==> src/sv/spq_pkg.sv <==
// Types and constants of the sorted priority queue.
`default_nettype none

package spq_pkg;

    localparam int KIND_W = 3;
    localparam int KEY_W  = 10;
    localparam int TAG_W  = 8;
    localparam int OCC_W  = 5;

    // Request kinds
    localparam logic [KIND_W-1:0] KIND_INSERT = 3'd0;
    localparam logic [KIND_W-1:0] KIND_REMOVE = 3'd1;
    localparam logic [KIND_W-1:0] KIND_PEEK   = 3'd2;
    localparam logic [KIND_W-1:0] KIND_LIST   = 3'd3;
    localparam logic [KIND_W-1:0] KIND_DRAIN  = 3'd4;

    // Cell array operations
    localparam logic [1:0] OP_NONE = 2'd0;
    localparam logic [1:0] OP_INS  = 2'd1;
    localparam logic [1:0] OP_POP  = 2'd2;
    localparam logic [1:0] OP_ROT  = 2'd3;

    // Controller to datapath
    typedef struct packed {
        logic [1:0] op;        // cell array operation
        logic       load;      // load the result register
        logic       res_head;  // result carries the head entry
        logic       empty;     // queue_was_empty flag
        logic       dropped;   // insert_dropped flag
        logic       last;      // last result of the request
    } cmd_t;

    // Datapath to controller
    typedef struct packed {
        logic empty;
        logic full;
        logic one;
    } sts_t;

endpackage

`default_nettype wire

==> src/sv/spq_ctrl.sv <==
// Controller of the sorted priority queue: request decode and burst sequencing.
`default_nettype none

module spq_ctrl import spq_pkg::*; #(
    parameter int QUEUE_DEPTH = 16,
    localparam int CNT_W = $clog2(QUEUE_DEPTH + 1)
) (
    input  wire logic              aclk,
    input  wire logic              aresetn,
    input  wire logic              s_tvalid,
    output logic                   s_tready,
    input  wire logic [KIND_W-1:0] kind,
    output logic                   m_tvalid,
    input  wire logic              m_tready,
    input  wire sts_t              sts,
    input  wire logic [CNT_W-1:0]  count,
    output cmd_t                   cmd
);

    localparam logic ST_IDLE = 1'b0;
    localparam logic ST_RUN  = 1'b1;

    logic             state_reg, state_next;
    logic [CNT_W-1:0] remain_reg, remain_next;
    logic             drain_reg, drain_next;
    logic             m_valid_reg, m_valid_next;
    logic             out_free;
    logic             acc;

    assign out_free = !m_valid_reg || m_tready;
    assign s_tready = (state_reg == ST_IDLE) && out_free;
    assign acc      = s_tvalid && s_tready;
    assign m_tvalid = m_valid_reg;

    // Decode and sequencing
    always_comb begin
        cmd         = '0;
        cmd.op      = OP_NONE;
        state_next  = state_reg;
        remain_next = remain_reg;
        drain_next  = drain_reg;
        case (state_reg)
            ST_IDLE: begin
                if (acc) begin
                    cmd.load = 1'b1;
                    cmd.last = 1'b1;
                    case (kind)
                        KIND_INSERT: begin
                            if (sts.full) begin
                                cmd.dropped = 1'b1;
                            end else begin
                                cmd.op = OP_INS;
                            end
                        end
                        KIND_REMOVE, KIND_PEEK: begin
                            if (sts.empty) begin
                                cmd.empty = 1'b1;
                            end else begin
                                cmd.res_head = 1'b1;
                                cmd.op = (kind == KIND_REMOVE) ? OP_POP : OP_NONE;
                            end
                        end
                        KIND_LIST, KIND_DRAIN: begin
                            if (sts.empty) begin
                                cmd.empty = 1'b1;
                            end else begin
                                cmd.res_head = 1'b1;
                                cmd.op   = (kind == KIND_DRAIN) ? OP_POP : OP_ROT;
                                cmd.last = sts.one;
                                if (!sts.one) begin
                                    state_next  = ST_RUN;
                                    remain_next = count - CNT_W'(1);
                                    drain_next  = (kind == KIND_DRAIN);
                                end
                            end
                        end
                        default: begin
                        end
                    endcase
                end
            end
            ST_RUN: begin
                if (out_free) begin
                    cmd.load     = 1'b1;
                    cmd.res_head = 1'b1;
                    cmd.op       = drain_reg ? OP_POP : OP_ROT;
                    cmd.last     = (remain_reg == CNT_W'(1));
                    remain_next  = remain_reg - CNT_W'(1);
                    if (remain_reg == CNT_W'(1)) begin
                        state_next = ST_IDLE;
                    end
                end
            end
            default: begin
                state_next = ST_IDLE;
            end
        endcase
    end

    // Result beat valid
    always_comb begin
        if (cmd.load) begin
            m_valid_next = 1'b1;
        end else if (m_tready) begin
            m_valid_next = 1'b0;
        end else begin
            m_valid_next = m_valid_reg;
        end
    end

    always_ff @(posedge aclk) begin
        if (!aresetn) begin
            state_reg   <= ST_IDLE;
            remain_reg  <= '0;
            drain_reg   <= 1'b0;
            m_valid_reg <= 1'b0;
        end else begin
            state_reg   <= state_next;
            remain_reg  <= remain_next;
            drain_reg   <= drain_next;
            m_valid_reg <= m_valid_next;
        end
    end

endmodule

`default_nettype wire

==> src/sv/spq_dp.sv <==
// Datapath of the sorted priority queue: sorted cell array, count and result register.
`default_nettype none

module spq_dp import spq_pkg::*; #(
    parameter int QUEUE_DEPTH = 16,
    localparam int CNT_W = $clog2(QUEUE_DEPTH + 1)
) (
    input  wire logic             aclk,
    input  wire logic             aresetn,
    input  wire cmd_t             cmd,
    input  wire logic [KEY_W-1:0] new_key,
    input  wire logic [TAG_W-1:0] new_tag,
    output logic [CNT_W-1:0]      count,
    output sts_t                  sts,
    output logic [KEY_W-1:0]      entry_key,
    output logic [TAG_W-1:0]      entry_tag,
    output logic                  entry_valid,
    output logic                  queue_was_empty,
    output logic                  insert_dropped,
    output logic [OCC_W-1:0]      occupancy,
    output logic                  last_result
);

    logic [KEY_W-1:0] key_reg [QUEUE_DEPTH];
    logic [KEY_W-1:0] key_next [QUEUE_DEPTH];
    logic [TAG_W-1:0] tag_reg [QUEUE_DEPTH];
    logic [TAG_W-1:0] tag_next [QUEUE_DEPTH];
    logic [KEY_W-1:0] key_dn [QUEUE_DEPTH];
    logic [TAG_W-1:0] tag_dn [QUEUE_DEPTH];
    logic [KEY_W-1:0] key_up [QUEUE_DEPTH];
    logic [TAG_W-1:0] tag_up [QUEUE_DEPTH];
    logic [QUEUE_DEPTH-1:0] le, le_prev;
    logic [CNT_W-1:0] count_reg, count_next;

    logic [KEY_W-1:0] key_out_reg;
    logic [TAG_W-1:0] tag_out_reg;
    logic             valid_out_reg, empty_out_reg, drop_out_reg, last_out_reg;
    logic [OCC_W-1:0] occ_out_reg;

    // Per-cell compare: cell holds an entry that stays ahead of the new one
    always_comb begin
        for (int i = 0; i < QUEUE_DEPTH; i++) begin
            le[i] = (CNT_W'(i) < count_reg) && (key_reg[i] <= new_key);
        end
        le_prev[0] = 1'b1;
        key_dn[0]  = new_key;
        tag_dn[0]  = new_tag;
        for (int i = 1; i < QUEUE_DEPTH; i++) begin
            le_prev[i] = le[i-1];
            key_dn[i]  = key_reg[i-1];
            tag_dn[i]  = tag_reg[i-1];
        end
        for (int i = 0; i < QUEUE_DEPTH - 1; i++) begin
            key_up[i] = key_reg[i+1];
            tag_up[i] = tag_reg[i+1];
        end
        key_up[QUEUE_DEPTH-1] = key_reg[QUEUE_DEPTH-1];
        tag_up[QUEUE_DEPTH-1] = tag_reg[QUEUE_DEPTH-1];
    end

    // Next value of each cell
    always_comb begin
        for (int i = 0; i < QUEUE_DEPTH; i++) begin
            key_next[i] = key_reg[i];
            tag_next[i] = tag_reg[i];
            case (cmd.op)
                OP_INS: begin
                    if (!le[i]) begin
                        if (le_prev[i]) begin
                            key_next[i] = new_key;
                            tag_next[i] = new_tag;
                        end else begin
                            key_next[i] = key_dn[i];
                            tag_next[i] = tag_dn[i];
                        end
                    end
                end
                OP_POP: begin
                    key_next[i] = key_up[i];
                    tag_next[i] = tag_up[i];
                end
                OP_ROT: begin
                    // the tail cell takes the head, the rest move up by one
                    if (CNT_W'(i + 1) == count_reg) begin
                        key_next[i] = key_reg[0];
                        tag_next[i] = tag_reg[0];
                    end else begin
                        key_next[i] = key_up[i];
                        tag_next[i] = tag_up[i];
                    end
                end
                default: begin
                end
            endcase
        end
    end

    // Entry count
    always_comb begin
        case (cmd.op)
            OP_INS:  count_next = count_reg + CNT_W'(1);
            OP_POP:  count_next = count_reg - CNT_W'(1);
            default: count_next = count_reg;
        endcase
    end

    always_ff @(posedge aclk) begin
        key_reg <= key_next;
        tag_reg <= tag_next;
    end

    always_ff @(posedge aclk) begin
        if (!aresetn) begin
            count_reg <= '0;
        end else begin
            count_reg <= count_next;
        end
    end

    // Result register
    always_ff @(posedge aclk) begin
        if (cmd.load) begin
            key_out_reg   <= cmd.res_head ? key_reg[0] : '0;
            tag_out_reg   <= cmd.res_head ? tag_reg[0] : '0;
            valid_out_reg <= cmd.res_head;
            empty_out_reg <= cmd.empty;
            drop_out_reg  <= cmd.dropped;
            last_out_reg  <= cmd.last;
            occ_out_reg   <= OCC_W'(count_next);
        end
    end

    assign count     = count_reg;
    assign sts.empty = (count_reg == '0);
    assign sts.full  = (count_reg == CNT_W'(QUEUE_DEPTH));
    assign sts.one   = (count_reg == CNT_W'(1));

    assign entry_key       = key_out_reg;
    assign entry_tag       = tag_out_reg;
    assign entry_valid     = valid_out_reg;
    assign queue_was_empty = empty_out_reg;
    assign insert_dropped  = drop_out_reg;
    assign occupancy       = occ_out_reg;
    assign last_result     = last_out_reg;

endmodule

`default_nettype wire

==> src/sv/sorted_priority_queue_top.sv <==
// Top level of the sorted priority queue.
//
//   channel  direction  tdata                        tuser                       tlast
//   s_       in         key[9:0] tag[17:10]          kind[2:0]                   -
//   m_       out        key[9:0] tag[17:10] occ[22:18] valid, empty, dropped     last_result
//
// Insert, remove, peek, empty and unknown requests: one result beat, valid the cycle after
// accept; insert compares every cell with the new key and shifts the tail in that cycle.
// List and drain of n entries: n beats from the head cell, one per cycle while m_tready is high.
// With m_tready high the next request is taken right after the last beat, one per cycle.
// Reset clears the count, the control state and m_tvalid; the cells are not cleared.
// m_tready low holds the result beat and stops both the burst and the input.
`default_nettype none

module sorted_priority_queue_top import spq_pkg::*; #(
    parameter int QUEUE_DEPTH = 16
) (
    input  wire logic        aclk,
    input  wire logic        aresetn,
    input  wire logic        s_tvalid,
    output logic             s_tready,
    input  wire logic [23:0] s_tdata,   // new_key[9:0], new_tag[17:10], zero pad
    input  wire logic [2:0]  s_tuser,   // kind[2:0]
    output logic             m_tvalid,
    input  wire logic        m_tready,
    output logic [23:0]      m_tdata,   // entry_key[9:0], entry_tag[17:10], occupancy[22:18], pad
    output logic [2:0]       m_tuser,   // entry_valid, queue_was_empty, insert_dropped
    output logic             m_tlast    // last_result
);

    localparam int CNT_W = $clog2(QUEUE_DEPTH + 1);

    cmd_t             cmd;
    sts_t             sts;
    logic [CNT_W-1:0] count;
    logic [KEY_W-1:0] entry_key;
    logic [TAG_W-1:0] entry_tag;
    logic [OCC_W-1:0] occupancy;
    logic             entry_valid, queue_was_empty, insert_dropped;

    spq_ctrl #(.QUEUE_DEPTH(QUEUE_DEPTH)) u_ctrl (
        .aclk     (aclk),
        .aresetn  (aresetn),
        .s_tvalid (s_tvalid),
        .s_tready (s_tready),
        .kind     (s_tuser),
        .m_tvalid (m_tvalid),
        .m_tready (m_tready),
        .sts      (sts),
        .count    (count),
        .cmd      (cmd)
    );

    spq_dp #(.QUEUE_DEPTH(QUEUE_DEPTH)) u_dp (
        .aclk            (aclk),
        .aresetn         (aresetn),
        .cmd             (cmd),
        .new_key         (s_tdata[9:0]),
        .new_tag         (s_tdata[17:10]),
        .count           (count),
        .sts             (sts),
        .entry_key       (entry_key),
        .entry_tag       (entry_tag),
        .entry_valid     (entry_valid),
        .queue_was_empty (queue_was_empty),
        .insert_dropped  (insert_dropped),
        .occupancy       (occupancy),
        .last_result     (m_tlast)
    );

    assign m_tdata = {1'b0, occupancy, entry_tag, entry_key};
    assign m_tuser = {insert_dropped, queue_was_empty, entry_valid};

endmodule

`default_nettype wire

==> config.mk <==
export PLATFORM = sky130hd
export DESIGN_NAME = sorted_priority_queue_top
export DESIGN_NICKNAME = d
export VERILOG_FILES = /design/src/sv/spq_pkg.sv /design/src/sv/spq_ctrl.sv /design/src/sv/spq_dp.sv /design/src/sv/sorted_priority_queue_top.sv
export SDC_FILE = /design/constraint.sdc
export NUM_CORES = 1
export LEC_CHECK = 0
export BUFFER_PORTS_ARGS = -buffer_cell sky130_fd_sc_hd__buf_2
export CORE_UTILIZATION = 60
export CTS_CLUSTER_DIAMETER = 150
export DETAILED_ROUTE_END_ITERATION = 7
export GPL_TIMING_DRIVEN = 0
export PLACE_DENSITY_LB_ADDON = 0.05
export SYNTH_ARGS = -nofsm -noshare
export SYNTH_HDL_FRONTEND = slang
export SYNTH_SLANG_ARGS = --single-unit
==> constraint.sdc <==
create_clock -name aclk -period 9 [get_ports aclk]
set_input_delay 1.35 -clock aclk [delete_from_list [all_inputs] [get_ports aclk]]
set_output_delay 1.35 -clock aclk [all_outputs]
set_load 0.005 [all_outputs]
; Word level (Yosys, flattened, before mapping)
; Index checks and enable logic that the tools add are counted.
; Widths: inputs -> output; s select.
[word_totals]
ramBits = 0
latchBits = 0
rom_bits = 0
regBits = 328
mem_count = 0
elab_cells = 343
[op_classes]
mux = 161
div = 0
reduce_logical = 48
multipliers = 0
add_sub_neg = 3
bitwise = 6
eq_ne = 49
shift = 0
n_lt_le_gt_ge = 32
[op_table]
columns = operator, n
row1 = $mux 10, 47
row2 = $pmux 10 s3, 15
row3 = $mux 8, 47
row4 = $pmux 8 s3, 15
row5 = $le 10x10->1, 16
row6 = $ne 2x2->1 const B, 21
row7 = $eq 4x5->1 const A, 8
row8 = $lt 4x5->1 const A, 8
row9 = $reduce_and 2->1, 14
row10 = $mux 5, 5
row11 = $eq 3x5->1 const A, 4
row12 = $lt 3x5->1 const A, 4
row13 = $pmux 10 s2, 1
row14 = $pmux 5 s2, 2
row15 = $logic_and 1x1->1, 18
row16 = $mux 1, 18
row17 = $pmux 8 s2, 1
row18 = $eq 2x5->1 const A, 2
row19 = $eq 5x1->1 const B, 2
row20 = $lt 1x5->1 const A, 2
row21 = $lt 2x5->1 const A, 2
row22 = $reduce_and 5->1, 2
row23 = $sub 5x1->5 const B, 2
row24 = $mux 2, 4
row25 = 26 further kinds, 39

; Longest topological paths before layout
; Gate-level depths: netlist of the first run.
[depth]
depth_word = 9
ltp_mapped = 18
mapped_depth_nobuf = 14

; Modules after synthesis
; A second synthesis of the first run with hierarchy kept.
[unflattened]
cells_unflattened = 2396
hier_area_um2 = 23851.6
[by_module_without_submodules]
columns = mod, area_each_um2, instances, cells_each
row1 = spq_dp, 23157.2, 1, 2304
row2 = spq_ctrl, 660.6, 1, 87
row3 = sorted_priority_queue_top, 33.8, 1, 5

; Least setup slack after synthesis of the first run
; No wires, ideal clock.
[synth_timing]
path_type = input to register
startpoint = input port m_tready
endpoint = register u_dp.key_reg[0] (netlist name) (enable)
arrival_time_ps = 4409
stages = 10
setup_time_ps = 427
setup_slack_ps = 4164
path_cell_list = nand2b_1 > nand3_1 > o32a_1 > inv_1 > ha_1 > buf_2 > buf_1 > buf_1 > and2_1 > a311oi_1
[synth_via]
elab_chain_cells = 8
word_cells_on_any_way = 12
cone_classes = 4 x eq/ne / 3 x mux / 5 x reduce/logical
[synth_rtl]
columns = item, line_no
row1 = from (decl), sorted_priority_queue_top.sv:25  ; input wire logic m_tready,
row2 = $logic_or 1x1->1 *, spq_ctrl.sv:30  ; assign out_free = !m_valid_reg || m_tready;
row3 = $logic_and 1x1->1, spq_ctrl.sv:31  ; assign s_tready = (state_reg == ST_IDLE) && out_free;
row4 = $logic_and 1x1->1, spq_ctrl.sv:32  ; assign acc = s_tvalid && s_tready;
row5 = $mux 7, spq_ctrl.sv:44  ; if (acc) begin
row6 = $pmux 4 s2 *, spq_ctrl.sv:42  ; case (state_reg)
row7 = $eq 2x1->1 or $eq 2x2->1 (tied branches), spq_dp.sv:66  ; case (cmd.op)
row8 = "$ne 2x2->1 (no line), or another cell as far along", --
row9 = $reduce_and 3->1 (no line) *, --
row10 = to (signal assigned), spq_dp.sv:108  ; key_reg <= key_next;
row11 = to (decl), spq_dp.sv:24  ; logic [KEY_W-1:0] key_reg [QUEUE_DEPTH];
; Every way passes the cells marked *; elsewhere a longest branch is shown, timed or not.
; A chain may end at the register's enable or synchronous reset.

; Final worst setup path of the first run
[layout_timing]
startpoint = register u_dp.count_reg[1], in the netlist u_dp.count[1]
endpoint = register u_dp.tag_reg (netlist bit u_dp.tag_dn[114]) (enable)
[layout_via]
elab_chain_cells = 8
word_cells_on_any_way = 18
cone_classes = 1 x order compare / 7 x eq/ne / 6 x mux / 4 x reduce/logical
[layout_rtl]
columns = item, line_no
row1 = from (decl), spq_dp.sv:33  ; logic [CNT_W-1:0] count_reg, count_next;
row2 = from (signal assigned), spq_dp.sv:116  ; count_reg <= count_next;
row3 = $eq 5x5->1 or $logic_not 5->1 (tied branches), "spq_dp.sv:135, spq_dp.sv:134"
row4 = "$mux 1, or another cell as far along", spq_ctrl.sv:49  ; if (sts.full) begin
row5 = $pmux 2 s3, spq_ctrl.sv:47  ; case (kind)
row6 = $mux 7, spq_ctrl.sv:44
row7 = $pmux 4 s2, spq_ctrl.sv:42
row8 = $eq 2x1->1 or $eq 2x2->1 (tied branches), spq_dp.sv:66
row9 = $ne 2x2->1 (no line) or $reduce_bool 3->1 (tied branches), --
row10 = $reduce_and 3->1 (no line) *, --
row11 = to (signal assigned), spq_dp.sv:109  ; tag_reg <= tag_next;
row12 = to (decl), spq_dp.sv:26  ; logic [TAG_W-1:0] tag_reg [QUEUE_DEPTH];
; Marked as above.

==> impl_metrics.ini, run 1 <==
[global_routing]
antenna_found_initial = 0
grt_use_total = 0.454
grt_max_degree = 28
first_global_vias = 21200
grt_pass1_wl_mm = 135
grt_overflow = 0

[critical_path]
cp-end-kind = flip-flop
crit_required_ps = 9330
path_max_fanout = 11
cp.arrival_ps = 6690
start_kind = flip-flop
worst-setup-path-type = flip-flop to flip-flop

[placed_design]
dp_hpwl_mm = 70.1
gp_congestion = 1.03
port_buffers = 53
place_area_mm2 = 0.0249
dp_slack_ps = 2920
place_inst = 2827

[synthesis]
synthAdderAreaFrac = 0.0911
synth_top_area_frac = 0.400
synth_most_common_cell = edfxtp_1
synth_largest_area_cell = edfxtp_1
synth-edff-count = 315
synth.yosys.warnings = 0
yosysSeqAreaShare = 0.411
synth-main-ff-cell = edfxtp_1
yosys.area_share.simple = 0.108
ys_ff_latch = 328
syn_area_mm2 = 0.0236
synth_mux_area_frac = 0.0935
synth_cell_type_count = 85
syn_area_per_cell_um2 = 10.5
ys_async_sr_fraction = 0
postSynthCellCount = 2240
synthTopCellsByCount = edfxtp_1, nand2_1, ha_1
synth_xor_area_frac = 0.00148
synthesis.nets = 2443
synth_top_family_by_area = compound AO/OA/AOI/OAI gates
yosys-top-cells-area = edfxtp_1, ha_1, mux2_2
synth-compound-area-share = 0.246

[die]
start_util = 0.610
core-area_mm2 = 0.0387
die_h_um = 200
rows = 72
io_pins = 61
die-area_mm2 = 0.0402
die_width_um = 200

[finish]
stdcell_area_mm2 = 0.0262
finalNonFillerCells = 2897
synthToLayoutAreaGrowth_pct = 10.8
drive_above_1_share = 0.170
final_core_util = 0.676
largest_register_ffs = 150
num_antenna_cells = 0
final_nets = 2554

[timing]
slew_viol_final = 0
skew_ps = 26.0
timing.fmax_mhz = 157
hold_violations = 0
rsz0062_at_grt = false
relSlewSlack = 0.232
period_share = 0.707
finalSetupViolCount = 0
tns_ps = 0
fin_crit_ps = 6360
layout_setup_ws_ps = 2640
tightestPinTransition_ps = 1150

[clocking]
root_buffer = clkbuf_16
insertion_delay_ps = 590
clock_path_buffers = 3
cts_setup_buffers = 0
clkSinkCount = 328
cts_tree = done
htreeDepth = 2
cts.clk_slew.worst_paths_ps = 60
ctsResizeCount = 0
ctsHoldBuffers = 0
cts_buffers = 39

[pwr]
powerDensity_mw_per_mm2 = 139
p_leak_nw = 9.33
vdd_ir_drop_max_v = 0.000165

[route]
drt_first_pass_iters = 8
drt_wl_total_mm = 92.7
drtAntennaViolNets = 0
vias = 22100
drc = 1
drt_iter0_drc = 3868
viasPerCell = 7.63
routedWlPerCell_um = 32.0

[min_path]
hold_path_class = flip-flop to flip-flop

[job]
max-cap-violations = 0

[run_status]
violations = DRC
status = complete, but fails checks
## layer usage
| metal | wire length [um] | track usage | vias to the layer above | part of all wire |
|---|---|---|---|---|
| li1 | - | - | 9195 | - |
| met5 | 0 | 0 | - | 0 |
| met1 | 34600 | 0.608 | 10600 | 0.37 |
| met3 | 12900 | 0.110 | 352 | 0.14 |
| met2 | 39200 | 0.667 | 1970 | 0.42 |
| met4 | 6000 | 0.271 | 0 | 0.065 |
## critical path: stages, from the launching register on
cell,delay [ps]
dfxtp_1,550
buf_2,380
inv_1,150
ha_1,300
nor2b_1,200
nand2_1,210
nand3_1,130
o21ai_0,660
ha_1,450
buf_2,350
buf_1,490
buf_1,760
buf_1,750
a311oi_4,420
buf_8,280
## final timing paths
path	endpoint	slack, ps	cells past startpoint	startpoint
setup / recovery	u_dp.tag_dn[114]	2640	14	u_dp.count[1]
hold / removal	u_ctrl.remain_reg[4]	510	2	u_ctrl.remain_reg[4]
setup reg to reg	u_dp.tag_dn[114]	2640	14	u_dp.count[1]
hold reg to reg	u_ctrl.remain_reg[4]	510	2	u_ctrl.remain_reg[4]
## area by class of cell
cell class / count / area [um^2]
plain buffers: 185 / 866
clock buffers: 53 / 1120
multi-input cells: 1650 / 12800
flip-flops and latches: 328 / 9720
repair buffers: 70 / 567
clock inverters: 16 / 140
fillers: 3035 / 12600
inverters: 77 / 289
well taps: 518 / 648
## cells by family after synthesis
family | after synthesis
AO/OA/AOI/OAI | 759
AND/OR/NAND/NOR | 513
flip-flops | 328
buffers and inverters | 262
multiplexers | 201
adder cells (fa/ha/maj) | 172
XOR/XNOR | 4
other | 1
## power by group
part	internal [mW]	switching, mW	total [mW]	leakage, nW
combinational	0.0984	0.179	0.278	5.72
clock	0.932	0.698	1.63	0.617
sequential	1.70	0.0285	1.72	2.99
## cells in the final DEF, fill, tap and decap left out, types with 14 or more instances in the layout
| cell | instances |
|---|---|
| a21o_1 | 31 |
| a21oi_1 | 62 |
| a221o_1 | 110 |
| a222oi_1 | 51 |
| a22o_1 | 75 |
| a22oi_1 | 94 |
| and2_1 | 21 |
| buf_1 | 22 |
| buf_2 | 91 |
| buf_4 | 14 |
| clkbuf_1 | 110 |
| clkbuf_16 | 42 |
| edfxtp_1 | 315 |
| ha_1 | 172 |
| inv_1 | 75 |
| mux2_2 | 154 |
| mux2i_1 | 44 |
| nand2_1 | 224 |
| nand2b_1 | 22 |
| nand3_1 | 83 |
| nand4_1 | 27 |
| nor2_1 | 39 |
| nor2b_1 | 32 |
| o211ai_1 | 106 |
| o21ai_0 | 124 |
| o221a_2 | 18 |
## metrics by stage
stage / total power, mW / hold WS, ps
3_3_place_gp: 2.00 / 469
3_5_place_dp: 2.02 / 491
5_1_grt: 3.69 / 527
4_1_cts: 3.61 / 499
2_1_floorplan: 1.90 / 457
6_report: 3.63 / 507
No activity file was read; power rests on OpenSTA's default activity.
==> run 2: changes to the inputs <==
Settings changed: CORE_UTILIZATION 60 to 58.
Clock period 9 ns to 5.42 ns, I/O delays scaled along.
==> run 2 against run 1 <==
Against the previous run: the run now ends clean; clock-buffer cell count down 6; global-route usage down 1.4 points; final cell count up 0.14%; first-iteration DRC count down 12%; clock power up 60%; combinational power up 63%; non-clock buffer count down 2.
==> impl_metrics.ini, run 2 (synthesis results as in run 1) <==
[critical_path]
critPathSlowestCell = nor2_1
crit_required_ps = 5860
cp.arrival_ps = 5840
worst-path-stages = 16
r2r_cells = 16
worst-setup-path-type = flip-flop to flip-flop
start_kind = flip-flop
critPathBufInv = 6
crit_family = buffers and inverters
crit_chain = buf_2 > inv_1 > ha_1 > nor2b_1 > nand2_1 > and3_1 > a21oi_1 > o32a_1 > ha_1 > buf_2 > or2_2 > buf_2 > buf_2 > nor2_1 > buf_2 > a221o_1
path_max_fanout = 19
cp-end-kind = flip-flop
max_stage_delay_ps = 780
cp_common_cell = buf_2

[placed_design]
dp_hpwl_mm = 70.2
gp_congestion = 1.00
port_buffers = 53
place_inst = 2834

[route]
drtAntennaViolNets = 0
vias = 21900
drt_first_pass_iters = 6
drt_wl_total_mm = 92.0
drt_iter0_drc = 3413
drc = 0
viasPerCell = 7.55
routedWlPerCell_um = 31.7

[pwr]
p_leak_nw = 9.33
vdd_ir_drop_max_v = 0.000225
powerDensity_mw_per_mm2 = 226

[finish]
final_nets = 2553
largest_register_ffs = 150
final_common_cell = edfxtp_1
drive_above_1_share = 0.175
num_antenna_cells = 0
final_cell_mix = edfxtp_1, nand2_1, ha_1
synthToLayoutAreaGrowth_pct = 10.6
finalNonFillerCells = 2901

[global_routing]
antenna_found_initial = 1
grt_use_total = 0.439
first_global_vias = 20900
grt_overflow = 0
grt_max_degree = 28
grt_pass1_wl_mm = 134

[timing]
hold_violations = 0
tns_ps = 0
slew_viol_final = 0
relSlewSlack = 0.155
timing.fmax_mhz = 185
period_share = 0.996
tightestPinTransition_ps = 1260
rsz0062_at_grt = false
fin_crit_ps = 5400
skew_ps = 25.6
finalSetupViolCount = 0

[clocking]
insertion_delay_ps = 580
htreeDepth = 2
clkSinkCount = 328
cts_buffers = 40
cts_tree = done
cts.clk_slew.worst_paths_ps = 60
clock_path_buffers = 3
cts_setup_buffers = 0
root_buffer = clkbuf_16

[min_path]
min_delay_path_depth = 2
hold_path_class = input port to flip-flop

[die]
io_pins = 61
die_width_um = 204
die_h_um = 204
rows = 73
die-area_mm2 = 0.0415
core-area_mm2 = 0.0399
start_util = 0.592

[job]
max-cap-violations = 0

[run_status]
status = finished clean
-- run 2: changes by cell type in the layout (fill, tap and decap cells not counted), moves of 2 or more --
cell       previous run  this run
clkinv_2              5         7
clkbuf_2              0         9
clkbuf_8              3         1
buf_1                22        16
clkinv_1              6        10
clkbuf_1            110       101
buf_2                91        93
clkbuf_16            42        40
-- run 2: cell type report --
class,instances,area [um^2]
Sequential cell,328,9720
Multi-Input combinational cell,1650,12800
Inverter,77,289
Clock buffer,47,1040
Tap cell,525,657
Buffer,184,880
Fill cell,3152,13800
Timing Repair Buffer,69,539
Clock inverter,21,158
-- run 2: worst reg2reg max path: stages (launching register included) --
cell and delay, ps:
dfxtp_1 570, buf_2 410, inv_1 140, ha_1 310
nor2b_1 200, nand2_1 200, and3_1 200, a21oi_1 40
o32a_1 480, ha_1 310, buf_2 200, or2_2 280
buf_2 200, buf_2 340, nor2_1 790, buf_2 410
a221o_1 210
-- run 2: path summary, 6_finish.rpt --
path                        start                    to  slack [ps]
min                      s_tvalid       u_ctrl.m_tvalid         500
max reg2reg         u_dp.count[1]       u_dp.key_dn[12]          20
max                 u_dp.count[1]       u_dp.key_dn[12]          20
min reg2reg  u_ctrl.remain_reg[4]  u_ctrl.remain_reg[4]         510
-- run 2: per-layer routing --
metal | GRT usage | wire length [um]
met1 | 0.601 | 35700
met2 | 0.646 | 39000
met3 | 0.0992 | 12200
met4 | 0.236 | 5100
met5 | 0 | 13
-- run 2: through the flow --
| step | setup WS (ps) | area [um^2] | hold slack, ps | power (mW) | util |
|---|---|---|---|---|---|
| detailed placement | -324 | 24900 | 494 | 3.35 | 0.624 |
| finish | 22.6 | 26100 | 502 | 5.92 | 0.655 |
| floorplan | 886 | 23600 | 457 | 3.16 | - |
| global placement | -1660 | 24500 | 465 | 3.32 | 0.615 |
| CTS | 37.8 | 26100 | 492 | 5.88 | 0.654 |
| global route | 11.4 | 26100 | 525 | 6.02 | 0.655 |
-- run 2: report_power, final --
group          switching [mW]  internal, mW  total, mW  leakage (nW)
Sequential             0.0474          2.82       2.86          2.99
Combinational           0.294         0.161      0.454          5.76
Clock                    1.14          1.46       2.60         0.590
Total                    1.48          4.43       5.92          9.33
-- run 2: timing repair --
item | CTS | global route
endpoints found under the setup margin | 75 | 104
hold endpoints to repair | 0 | 0
resized for setup | 6 | 16
hold buffers | 0 | 0
